**src/design/tle_pkg.sv**
```systemverilog
`timescale 1ns / 1ps
`default_nettype none

package tle_pkg;

  // Field widths fixed by the instruction and result formats
  localparam int REQ_TYPE_W = 4;
  localparam int OFFSET_W   = 16;
  localparam int BYTE_W     = 8;
  localparam int NEXT_PC_W  = 14;
  localparam int STATUS_W   = 3;
  localparam int EOF_MODE_W = 2;

  // Request codes
  localparam logic [REQ_TYPE_W-1:0] OP_END    = 4'd0;
  localparam logic [REQ_TYPE_W-1:0] OP_SET    = 4'd1;
  localparam logic [REQ_TYPE_W-1:0] OP_ADD    = 4'd2;
  localparam logic [REQ_TYPE_W-1:0] OP_JZ     = 4'd3;
  localparam logic [REQ_TYPE_W-1:0] OP_JNZ    = 4'd4;
  localparam logic [REQ_TYPE_W-1:0] OP_SCAN   = 4'd5;
  localparam logic [REQ_TYPE_W-1:0] OP_MOVE   = 4'd6;
  localparam logic [REQ_TYPE_W-1:0] OP_OUT    = 4'd7;
  localparam logic [REQ_TYPE_W-1:0] OP_IN     = 4'd8;
  localparam logic [REQ_TYPE_W-1:0] OP_ASSERT = 4'd9;

  // Status codes
  localparam logic [STATUS_W-1:0] ST_RUN    = 3'd0;
  localparam logic [STATUS_W-1:0] ST_ENDED  = 3'd1;
  localparam logic [STATUS_W-1:0] ST_ASSERT = 3'd2;
  localparam logic [STATUS_W-1:0] ST_EOF    = 3'd3;
  localparam logic [STATUS_W-1:0] ST_HANG   = 3'd4;

  // End-of-input modes
  localparam logic [EOF_MODE_W-1:0] EOF_FF    = 2'd0;
  localparam logic [EOF_MODE_W-1:0] EOF_ZERO  = 2'd1;
  localparam logic [EOF_MODE_W-1:0] EOF_KEEP  = 2'd2;
  localparam logic [EOF_MODE_W-1:0] EOF_STOP  = 2'd3;
  localparam logic [EOF_MODE_W-1:0] EOF_RESET = EOF_KEEP;

  typedef enum logic [1:0] {
    CLEAR_S,
    IDLE_S,
    EXEC_S,
    SCAN_S
  } state_t;

  // Tape read address source
  typedef enum logic [1:0] {
    RD_REQ,
    RD_CUR,
    RD_NEXT
  } rd_sel_t;

  typedef struct packed {
    logic    latch;
    logic    scan_first;
    logic    scan_step;
    logic    finish;
    logic    clr_wr;
    rd_sel_t rd_sel;
  } cmd_t;

  typedef struct packed {
    logic scan_go;
    logic scan_done;
    logic res_busy;
    logic clr_last;
  } sts_t;

endpackage

`default_nettype wire

```
**src/design/tle_ctrl.sv**
```systemverilog
`timescale 1ns / 1ps
`default_nettype none

module tle_ctrl (
  input  wire logic          clk,
  input  wire logic          rst,
  input  wire logic          req_valid,
  output logic               req_stall,
  input  wire tle_pkg::sts_t sts,
  output tle_pkg::cmd_t      cmd
);

  tle_pkg::state_t state, state_next;

  // State register
  always_ff @(posedge clk) begin
    if (rst) begin
      state <= tle_pkg::CLEAR_S;
    end else begin
      state <= state_next;
    end
  end

  // Next state and commands
  always_comb begin
    state_next     = state;
    req_stall      = 1'b1;
    cmd.latch      = 1'b0;
    cmd.scan_first = 1'b0;
    cmd.scan_step  = 1'b0;
    cmd.finish     = 1'b0;
    cmd.clr_wr     = 1'b0;
    cmd.rd_sel     = tle_pkg::RD_CUR;
    case (state)
      tle_pkg::CLEAR_S: begin
        // sweep zeros through the tape
        cmd.clr_wr = 1'b1;
        if (sts.clr_last) begin
          state_next = tle_pkg::IDLE_S;
        end
      end
      tle_pkg::IDLE_S: begin
        req_stall  = 1'b0;
        cmd.rd_sel = tle_pkg::RD_REQ;
        if (req_valid) begin
          cmd.latch  = 1'b1;
          state_next = tle_pkg::EXEC_S;
        end
      end
      tle_pkg::EXEC_S: begin
        if (sts.scan_go) begin
          cmd.scan_first = 1'b1;
          cmd.rd_sel     = tle_pkg::RD_NEXT;
          state_next     = tle_pkg::SCAN_S;
        end else if (!sts.res_busy) begin
          cmd.finish = 1'b1;
          state_next = tle_pkg::IDLE_S;
        end
      end
      tle_pkg::SCAN_S: begin
        if (!sts.scan_done) begin
          // advance one stride per cycle
          cmd.scan_step = 1'b1;
          cmd.rd_sel    = tle_pkg::RD_NEXT;
        end else if (!sts.res_busy) begin
          cmd.finish = 1'b1;
          state_next = tle_pkg::IDLE_S;
        end
      end
      default: begin
        state_next = tle_pkg::IDLE_S;
      end
    endcase
  end

  // Assertions
  a_finish_free: assert property (@(posedge clk) disable iff (rst)
    cmd.finish |-> !sts.res_busy)
    else $error("result issued into a stalled output register");

  a_step_not_done: assert property (@(posedge clk) disable iff (rst)
    cmd.scan_step |-> !sts.scan_done)
    else $error("scan advanced after its end");

  a_accept_leaves_idle: assert property (@(posedge clk) disable iff (rst)
    cmd.latch |=> state == tle_pkg::EXEC_S)
    else $error("transfer accepted without moving to execute");

endmodule

`default_nettype wire

```
**config.mk**
```make
export PLATFORM = sky130hd
export DESIGN_NAME = tle_ctrl
export DESIGN_NICKNAME = d
export VERILOG_FILES = /design/src/design/tle_pkg.sv /design/src/design/tle_ctrl.sv
export SDC_FILE = /design/constraint.sdc
export NUM_CORES = 1
export LEC_CHECK = 0
export BUFFER_PORTS_ARGS = -buffer_cell sky130_fd_sc_hd__clkbuf_2
export CAP_MARGIN = 20
export CORE_AREA = 2 2 39 41
export CTS_CLUSTER_SIZE = 25
export DETAILED_ROUTE_END_ITERATION = 10
export DIE_AREA = 0 0 41 43
export GPL_TIMING_DRIVEN = 0
export REMOVE_ABC_BUFFERS = 1
export SYNTH_ARGS = -nofsm -noshare
export SYNTH_HDL_FRONTEND = slang
export SYNTH_SLANG_ARGS = --single-unit
```
**constraint.sdc**
```tcl
create_clock -name clk -period 1.1 [get_ports clk]
set_input_delay 0.11 -clock clk [delete_from_list [all_inputs] [get_ports clk]]
set_output_delay 0.11 -clock clk [all_outputs]
set_load 0.02 [all_outputs]
```
==> results.yml, run 1 <==
run_status:
  outcome: "complete, but fails checks"
  failed_checks: "negative setup slack"
synthesis:
  ys_seq_area_frac: 0.2078
  netlist_area_um2: 192.7
  synthAdderAreaFrac: 0
  synth_top_family_by_area: "simple AND/OR/NAND/NOR gates"
  syn_inst: 26
  synth_cell_types: 17
  synth_seq_cells: 2
  synth_xor_area_frac: 0
  syn_avg_cell_area_um2: 7.411
  synth_compound_area_frac: 0.2403
  ys_warn_count: 0
  synthSimpleGateAreaFrac: 0.4351
  muxShareOfSynthArea: 0
final_layout:
  nets: 54
  syn_to_final_growth_pct: 100.6
  final_util: 0.2794
  top_regs: "state: 2 flops"
  largest_register_ff_count: 2
  layout_commonest_cell: "clkbuf_2"
  final_cell_mix: "clkbuf_2 (7), buf_4 (5), nand2_1 (3), clkbuf_4 (3)"
  diodes: 0
  stdcell_count: 61
  drive_gt1_frac: 0.7111
  largest_register: "state"
clocking:
  clk_root_buffer_cell: "clkbuf_4"
  cts_tree: "yes"
  cts_buffer_depth: 2
  worstSkewPairLatency_ns: 0.22
  clk_pin_slew_ns: 0.03
  numCtsBuffers: 3
  htreeDepth: 1
  clock-sinks: 2
drt:
  drtAntennaViolNets: 0
  drt_wl_total_um: 618
  wire_per_inst_um: 10.13
  via_count: 255
  drt-initial-drc-count: 0
  drc: 0
  vias_per_cell: 4.180
  dr.pass1.iters: 1
power:
  power.density_nw_per_um2: 1017
  leakagePower_nw: 0.1644
  ir_drop_uv: 279.0
  swShare: 0.3150
  switchingPower_mw: 0.1239
  sequentialPowerShare: 0.225
  p_clk_frac: 0.409
  power_mw: 0.3933
  internal-power_mw: 0.2694
  pwr-share-comb: 0.365
placement:
  dpl.hpwl_um: 422.6
  portBuffers: 14
  gp_congestion: 0.7251
  place_ws_ns: -0.009348
  dp_cells: 54
timing:
  setup_viol: 3
  rsz0062_at_grt: "yes"
  hold_viol_final: 0
  fin_skew_ns: 0.002558
  slew_viol_final: 0
  worst_slack_ns: -0.09092
  post-route-period-util: 1.083
  period_needed_ns: 1.191
  max_freq_mhz: 839.7
  worst_slew_pin_slew_ns: 0.2964
  relSlewSlack: 0.7997
  hold_slack_ns: 0.08004
setup_path:
  end_kind: "output port"
  crit_fanout: 8
  critPathMaxStageDelay_ns: 0.36
  slowest_stage: "dfxtp_4"
  worstPathRequired_ns: 0.99
  regToRegSetupSlack_ns: 0.01
  cp_top_family: "flip-flops"
  critPathLaunchType: "register"
  crit_chain: "or2_1 > a21oi_2 > clkbuf_8"
  path_class: "reg -> out"
  critical_path_buf_inv_count: 1
  critPathArrivalTime_ns: 1.08
die:
  dieHeight_um: 43
  core_um2: 1384
  ios: 15
  dieArea_um2: 1763
  die_x_um: 41
  row_count: 14
  start_util: 0.1392
worst_hold_path:
  hold_path.class: "in -> reg"
global_routing:
  grt_pass1_vias: 273
  gr-total-overflow: 0
  antenna_found_initial: 0
  grt_max_degree: 9
  grt_pass1_wl_um: 1014
  grt_use_total: 0.08800
flow_run:
  maxCapViolations: 0
[cell usage after synthesis]
library cell  n  area (µm²)
nand2b_1      2       12.51
nor4_2        1       12.51
inv_1         1       3.750
o21bai_1      1       7.510
nand2_1       4       15.01
nor4bb_1      1       10.01
buf_4         1       7.510
a21oi_1       2       10.01
dfxtp_1       2       40.04
buf_6         1       11.26
nor3_2        1       10.01
o21ai_0       2       10.01
nor2_1        3       11.26
a211oi_2      1       12.51
nor2_2        1       6.260
o22ai_1       1       6.260
or2_1         1       6.260
[cells by family after synthesis]
group | after synthesis
and+or+nand+nor | 14
buffers and inverters | 3
DFF | 2
AOI/OAI and AO/OA | 7
[routing by layer]
metal / vias to the layer above / global-route usage / wire (µm)
met5: - / 0 / 0
met4: 0 / 0.08000 / 0
met3: 0 / 0.01571 / 43
met2: 8 / 0.1375 / 343
met1: 118 / 0.09206 / 231
li1: 129 / - / -
[power by group through the flow]
| stage | Clock, mW | Combinational, mW | Sequential, mW |
|---|---|---|---|
| after CTS | 0.176 | 0.134 | 0.0879 |
| final | 0.161 | 0.144 | 0.0885 |
| after floorplan | 0 | 0.0593 | 0.0905 |
| after global placement | 0 | 0.0947 | 0.0933 |
| after global routing | 0.173 | 0.155 | 0.0898 |
| after detailed placement | 0 | 0.0961 | 0.0936 |
[area by class of cell]
type	instances	area [µm²]
clock buffers	3	22.52
fillers	163	997.2
repair buffers	18	142.6
inverters	1	3.754
flip-flops and latches	2	47.55
well taps	16	20.02
multi-input cells	21	150.1
[what timing repair did]
item | in CTS | in global routing
resized for setup | 17 | 9
endpoints found under the setup margin | 9 | 8
hold buffers | 0 | 0
pin swaps | 4 | 2
setup buffers | 4 | 0
[stage by stage]
| stage | area, µm² | TNS, ns |
|---|---|---|
| final | 386.6 | -0.1806 |
| after detailed placement | 264.0 | -0.009348 |
| after global routing | 386.6 | -0.4435 |
| after CTS | 372.9 | -0.3146 |
| after floorplan | 173.9 | -0.1245 |
| after global placement | 264.0 | 0 |
[path summary, 6_finish.rpt]
path,cells past startpoint,to,startpoint
worst max-delay path,3,cmd[3],state[0]
worst min-delay path,2,state[1],rst
worst max register to register,4,state[1],state[0]
worst min register to register,2,state[0],state[0]
Power figures use the tool's default switching activity.
==> run 2, diff against run 1 <==
Settings changed: REMOVE_ABC_BUFFERS 1 to not set.
==> run 2 against run 1 <==
Net effect:
- the flow still finishes with violations (negative setup slack)
- design area increased by 3.6%
- sequential power shrank 6.1%
- setup slack worse by 0.072 ns
- combinational power rose by 8%
- critical path depth increased by 1
- register-to-register slack hardly changed
- total power up 2.2%
- die area unchanged
- count of clock-buffer cells in the layout stayed put
- global-route usage up 0.43 points
==> results.yml, run 2 (synthesis gave the netlist of run 1 again) <==
timing:
  worst_slack_ns: -0.1631
  relSlewSlack: 0.8541
  fin_skew_ns: 0.003873
  hold_viol_final: 0
  post-route-period-util: 1.148
  max_freq_mhz: 791.7
  rsz0062_at_grt: "yes"
  period_needed_ns: 1.263
  worst_slew_pin_slew_ns: 0.2166
  hold_slack_ns: 0.06835
  slew_viol_final: 0
  setup_viol: 5
setup_path:
  crit_path_start: "state[0]"
  critPathLaunchType: "register"
  worstPathRequired_ns: 0.99
  end_kind: "output port"
  crit_fanout: 8
  critPathArrivalTime_ns: 1.15
  rr_startpoint: "state[1]"
  path_class: "reg -> out"
final_layout:
  largest_register_ff_count: 2
  layout_commonest_cell: "clkbuf_2"
  final_cell_mix: "clkbuf_2 (7), buf_4 (5), clkbuf_4 (4)"
  largest_register: "state"
  nets: 54
  syn_to_final_growth_pct: 107.8
  top_regs: "state: 2 flops"
  diodes: 0
  drive_gt1_frac: 0.6889
  final_util: 0.2893
power:
  swShare: 0.3216
  ir_drop_uv: 325.8
  internal-power_mw: 0.2728
  p_clk_frac: 0.404
  pwr-share-comb: 0.389
  leakagePower_nw: 0.1742
  power.density_nw_per_um2: 1004
  sequentialPowerShare: 0.207
  switchingPower_mw: 0.1294
  power_mw: 0.4022
global_routing:
  grt_pass1_vias: 270
  grt_pass1_wl_um: 1007
  antenna_found_initial: 0
  grt_use_total: 0.09228
  grt_max_degree: 9
  gr-total-overflow: 0
worst_hold_path:
  hold_path.class: "in -> reg"
  min_from: "rst"
drt:
  drc: 0
  drtAntennaViolNets: 0
  dr.pass1.iters: 1
  wire_per_inst_um: 10.00
  vias_per_cell: 4.262
  drt-initial-drc-count: 0
  via_count: 260
  drt_wl_total_um: 610
die:
  ios: 15
  core_um2: 1384
  dieHeight_um: 43
  row_count: 14
  dieArea_um2: 1763
  die_x_um: 41
  start_util: 0.1392
clocking:
  clock-sinks: 2
  clk_pin_slew_ns: 0.03
  clk_root_buffer_cell: "clkbuf_4"
  cts_tree: "yes"
  hold_buffers: 0
  cts_buffer_depth: 2
  htreeDepth: 1
  numCtsBuffers: 3
  worstSkewPairLatency_ns: 0.23
run_status:
  outcome: "complete, but fails checks"
  failed_checks: "negative setup slack"
placement:
  place_ws_ns: -0.01012
  dpl.hpwl_um: 430.4
  gp_congestion: 0.7032
  portBuffers: 14
synthesis:
  syn_nets: 33
flow_run:
  maxCapViolations: 0
-- run 2: final timing paths --
path	endpoint	slack, ns	cells after the start
setup / recovery	cmd[3]	-0.16	4
hold / removal	state[1]	0.07	2
setup reg to reg	state[1]	0.02	5
hold reg to reg	state[0]	0.64	3
-- run 2: area by class of cell --
type,count,area [µm²]
plain buffers,2,22.52
clock buffers,3,22.52
fillers,151,983.4
inverters,1,3.754
multi-input cells,21,170.2
flip-flops and latches,2,42.54
well taps,16,20.02
repair buffers,16,118.9
-- run 2: metal layers --
metal / vias to the layer above / wire length (µm) / track usage / share of wire
met1: 120 / 263 / 0.09936 / 0.43
met3: 2 / 20 / 0.04712 / 0.033
li1: 128 / - / - / -
met2: 10 / 301 / 0.1125 / 0.49
met5: - / 0 / 0 / 0
met4: 0 / 24 / 0.1067 / 0.039
-- run 2: power by group through the flow --
stage / sequential [mW] / combinational (mW) / clock (mW)
floorplan: 0.0817 / 0.0825 / 0
global placement: 0.0819 / 0.122 / 0
detailed placement: 0.0823 / 0.123 / 0
CTS: 0.0828 / 0.150 / 0.171
global route: 0.0836 / 0.170 / 0.193
finish: 0.0831 / 0.156 / 0.163
-- run 2: critical path, stage by stage, from the launching register on --
cell and delay (ns):
dfxtp_2 0.31, buf_6 0.12, or2_1 0.21, a21oi_2 0.13
clkbuf_8 0.15
-- run 2: what timing repair did --
| action | CTS | global route |
|---|---|---|
| endpoints found under the hold margin | 0 | 0 |
| endpoints found under the setup margin | 7 | 9 |
| pin swaps | 3 | 1 |
| setup buffers | 2 | 0 |
| resized for setup | 13 | 9 |
-- run 2: metrics by stage --
| stage | instances | instance area (µm²) | TNS, ns |
|---|---|---|---|
| CTS | 61 | 377.9 | -0.4765 |
| floorplan | 26 | 203.9 | -0.005472 |
| finish | 61 | 400.4 | -0.3814 |
| detailed placement | 56 | 294.0 | -0.01012 |
| global route | 61 | 400.4 | -0.8787 |
| global placement | 56 | 294.0 | 0 |
==> run 3, diff against run 2 <==
Settings changed: SKIP_CTS_REPAIR_TIMING set to 1.
Clock period 1.1 ns to 1.23 ns, I/O delays scaled along.
==> run 3 against run 2 <==
Net effect:
- the run still ends with negative setup slack left
- total power is 17% lower
- clock power is 11% lower
- clock skew hardly changed
- largest cell class unchanged
==> results.yml, run 3 (synthesis gave the netlist of run 1 again) <==
final_layout:
  largest_register: "state"
  fill_cells: 161
  largest_register_ff_count: 2
  drive_gt1_frac: 0.6000
  syn_to_final_growth_pct: 73.38
  diodes: 0
  layout_commonest_cell: "clkbuf_2"
  nets: 54
  final_cell_mix: "clkbuf_2 (10), nand2_1 (4), buf_4 (4)"
  top_regs: "state: 2 flops"
  seq_area_um2: 41.29
  multi_input_area_um2: 133.9
global_routing:
  gr-total-overflow: 0
  grt_pass1_vias: 182
  antenna_found_initial: 0
  grt_max_degree: 11
  grt_use_total: 0.06500
  grt_pass1_wl_um: 696
die:
  row_count: 14
  start_util: 0.1392
  die_x_um: 41
  ios: 15
  dieArea_um2: 1763
  core_um2: 1384
  dieHeight_um: 43
timing:
  post-route-period-util: 1.029
  hold_viol_final: 0
  period_needed_ns: 1.266
  slew_viol_final: 0
  rsz0062_at_grt: "yes"
  worst_slew_pin_slew_ns: 0.3085
  relSlewSlack: 0.7915
  fin_skew_ns: 0.004078
  hold_slack_ns: 0.09373
  worst_slack_ns: -0.03628
  max_freq_mhz: 789.7
  setup_viol: 1
setup_path:
  crit_chain: "buf_6 > or2_1 > a21oi_2 > buf_4"
  crit_fanout: 5
  path_class: "reg -> out"
  critPathLaunchType: "register"
  worstPathRequired_ns: 1.11
  critPathArrivalTime_ns: 1.14
  critPathMaxStageDelay_ns: 0.32
  end_kind: "output port"
  regToRegSetupSlack_ns: 0.16
  slowest_stage: "dfxtp_2"
clocking:
  clk_pin_slew_ns: 0.03
  clock-sinks: 2
  clk_root_buffer_cell: "clkbuf_4"
  htreeDepth: 1
  numCtsBuffers: 3
  worstSkewPairLatency_ns: 0.22
  cts_tree: "yes"
  cts_buffer_depth: 2
flow_run:
  maxCapViolations: 0
drt:
  wire_per_inst_um: 9.049
  routed.top_layer: "met3"
  met2_length_um: 267
  drtAntennaViolNets: 0
  vias_per_cell: 4.033
  drc: 0
  dr.pass1.iters: 4
  drt_wl_total_um: 552
  wl_met3_um: 57
  drt-initial-drc-count: 1
  via_count: 246
  wl_met1_um: 228
synthesis:
  syn_nets: 33
power:
  power.density_nw_per_um2: 1001
  power_mw: 0.3344
  ir_drop_uv: 260.0
  leakagePower_nw: 0.1540
placement:
  portBuffers: 14
  gp_congestion: 0.5713
run_status:
  failed_checks: "negative setup slack"
  outcome: "complete, but fails checks"
worst_hold_path:
  hold_path.class: "in -> reg"
## run 3: worst paths after layout
check / endpoint / depth (start not counted) / from
setup / recovery: cmd[3] / 4 / state[0]
hold / removal: state[0] / 2 / rst
setup reg to reg: state[0] / 5 / state[1]
hold reg to reg: state[1] / 3 / state[1]
## run 3: critical path: cells and delay by family, from the launching register on
family / cells / cell delay [ns]
flops: 1 / 0.32
compound gates: 1 / 0.12
buf+inv: 2 / 0.27
simple gates: 1 / 0.21
## run 3: metal layers
layer,vias to the layer above,track usage
met2,15,0.07188
met1,102,0.07619
li1,129,-
met5,-,0
met4,0,0.08000
met3,0,0.03141
## run 3: stage by stage
step           utilization  setup slack [ns]  cells  area, µm²  TNS [ns]
6_report            0.2414          -0.03628     61      334.1  -0.03628
5_1_grt             0.2414          -0.08907     61      334.1   -0.2220
2_1_floorplan            -           0.07771     26      192.7         0
4_1_cts             0.2206           -0.1444     59      305.3   -0.1892
3_3_place_gp        0.2043           0.09982     56      282.8         0
3_5_place_dp        0.2043            0.1060     56      282.8         0
## run 3: final cells by class
class                      count  area share
inverter                       1     0.01124
multi-input combinational     21      0.4007
buffer                         2     0.06742
tap                           16     0.05993
timing repair buffer          16      0.2697
clock buffer                   3     0.06742
sequential                     2      0.1236
## run 3: where the power goes
part / switching, mW / internal (mW)
clock: 0.0369 / 0.108
sequential: 0.00348 / 0.0711
combinational: 0.0645 / 0.0508
total: 0.105 / 0.230
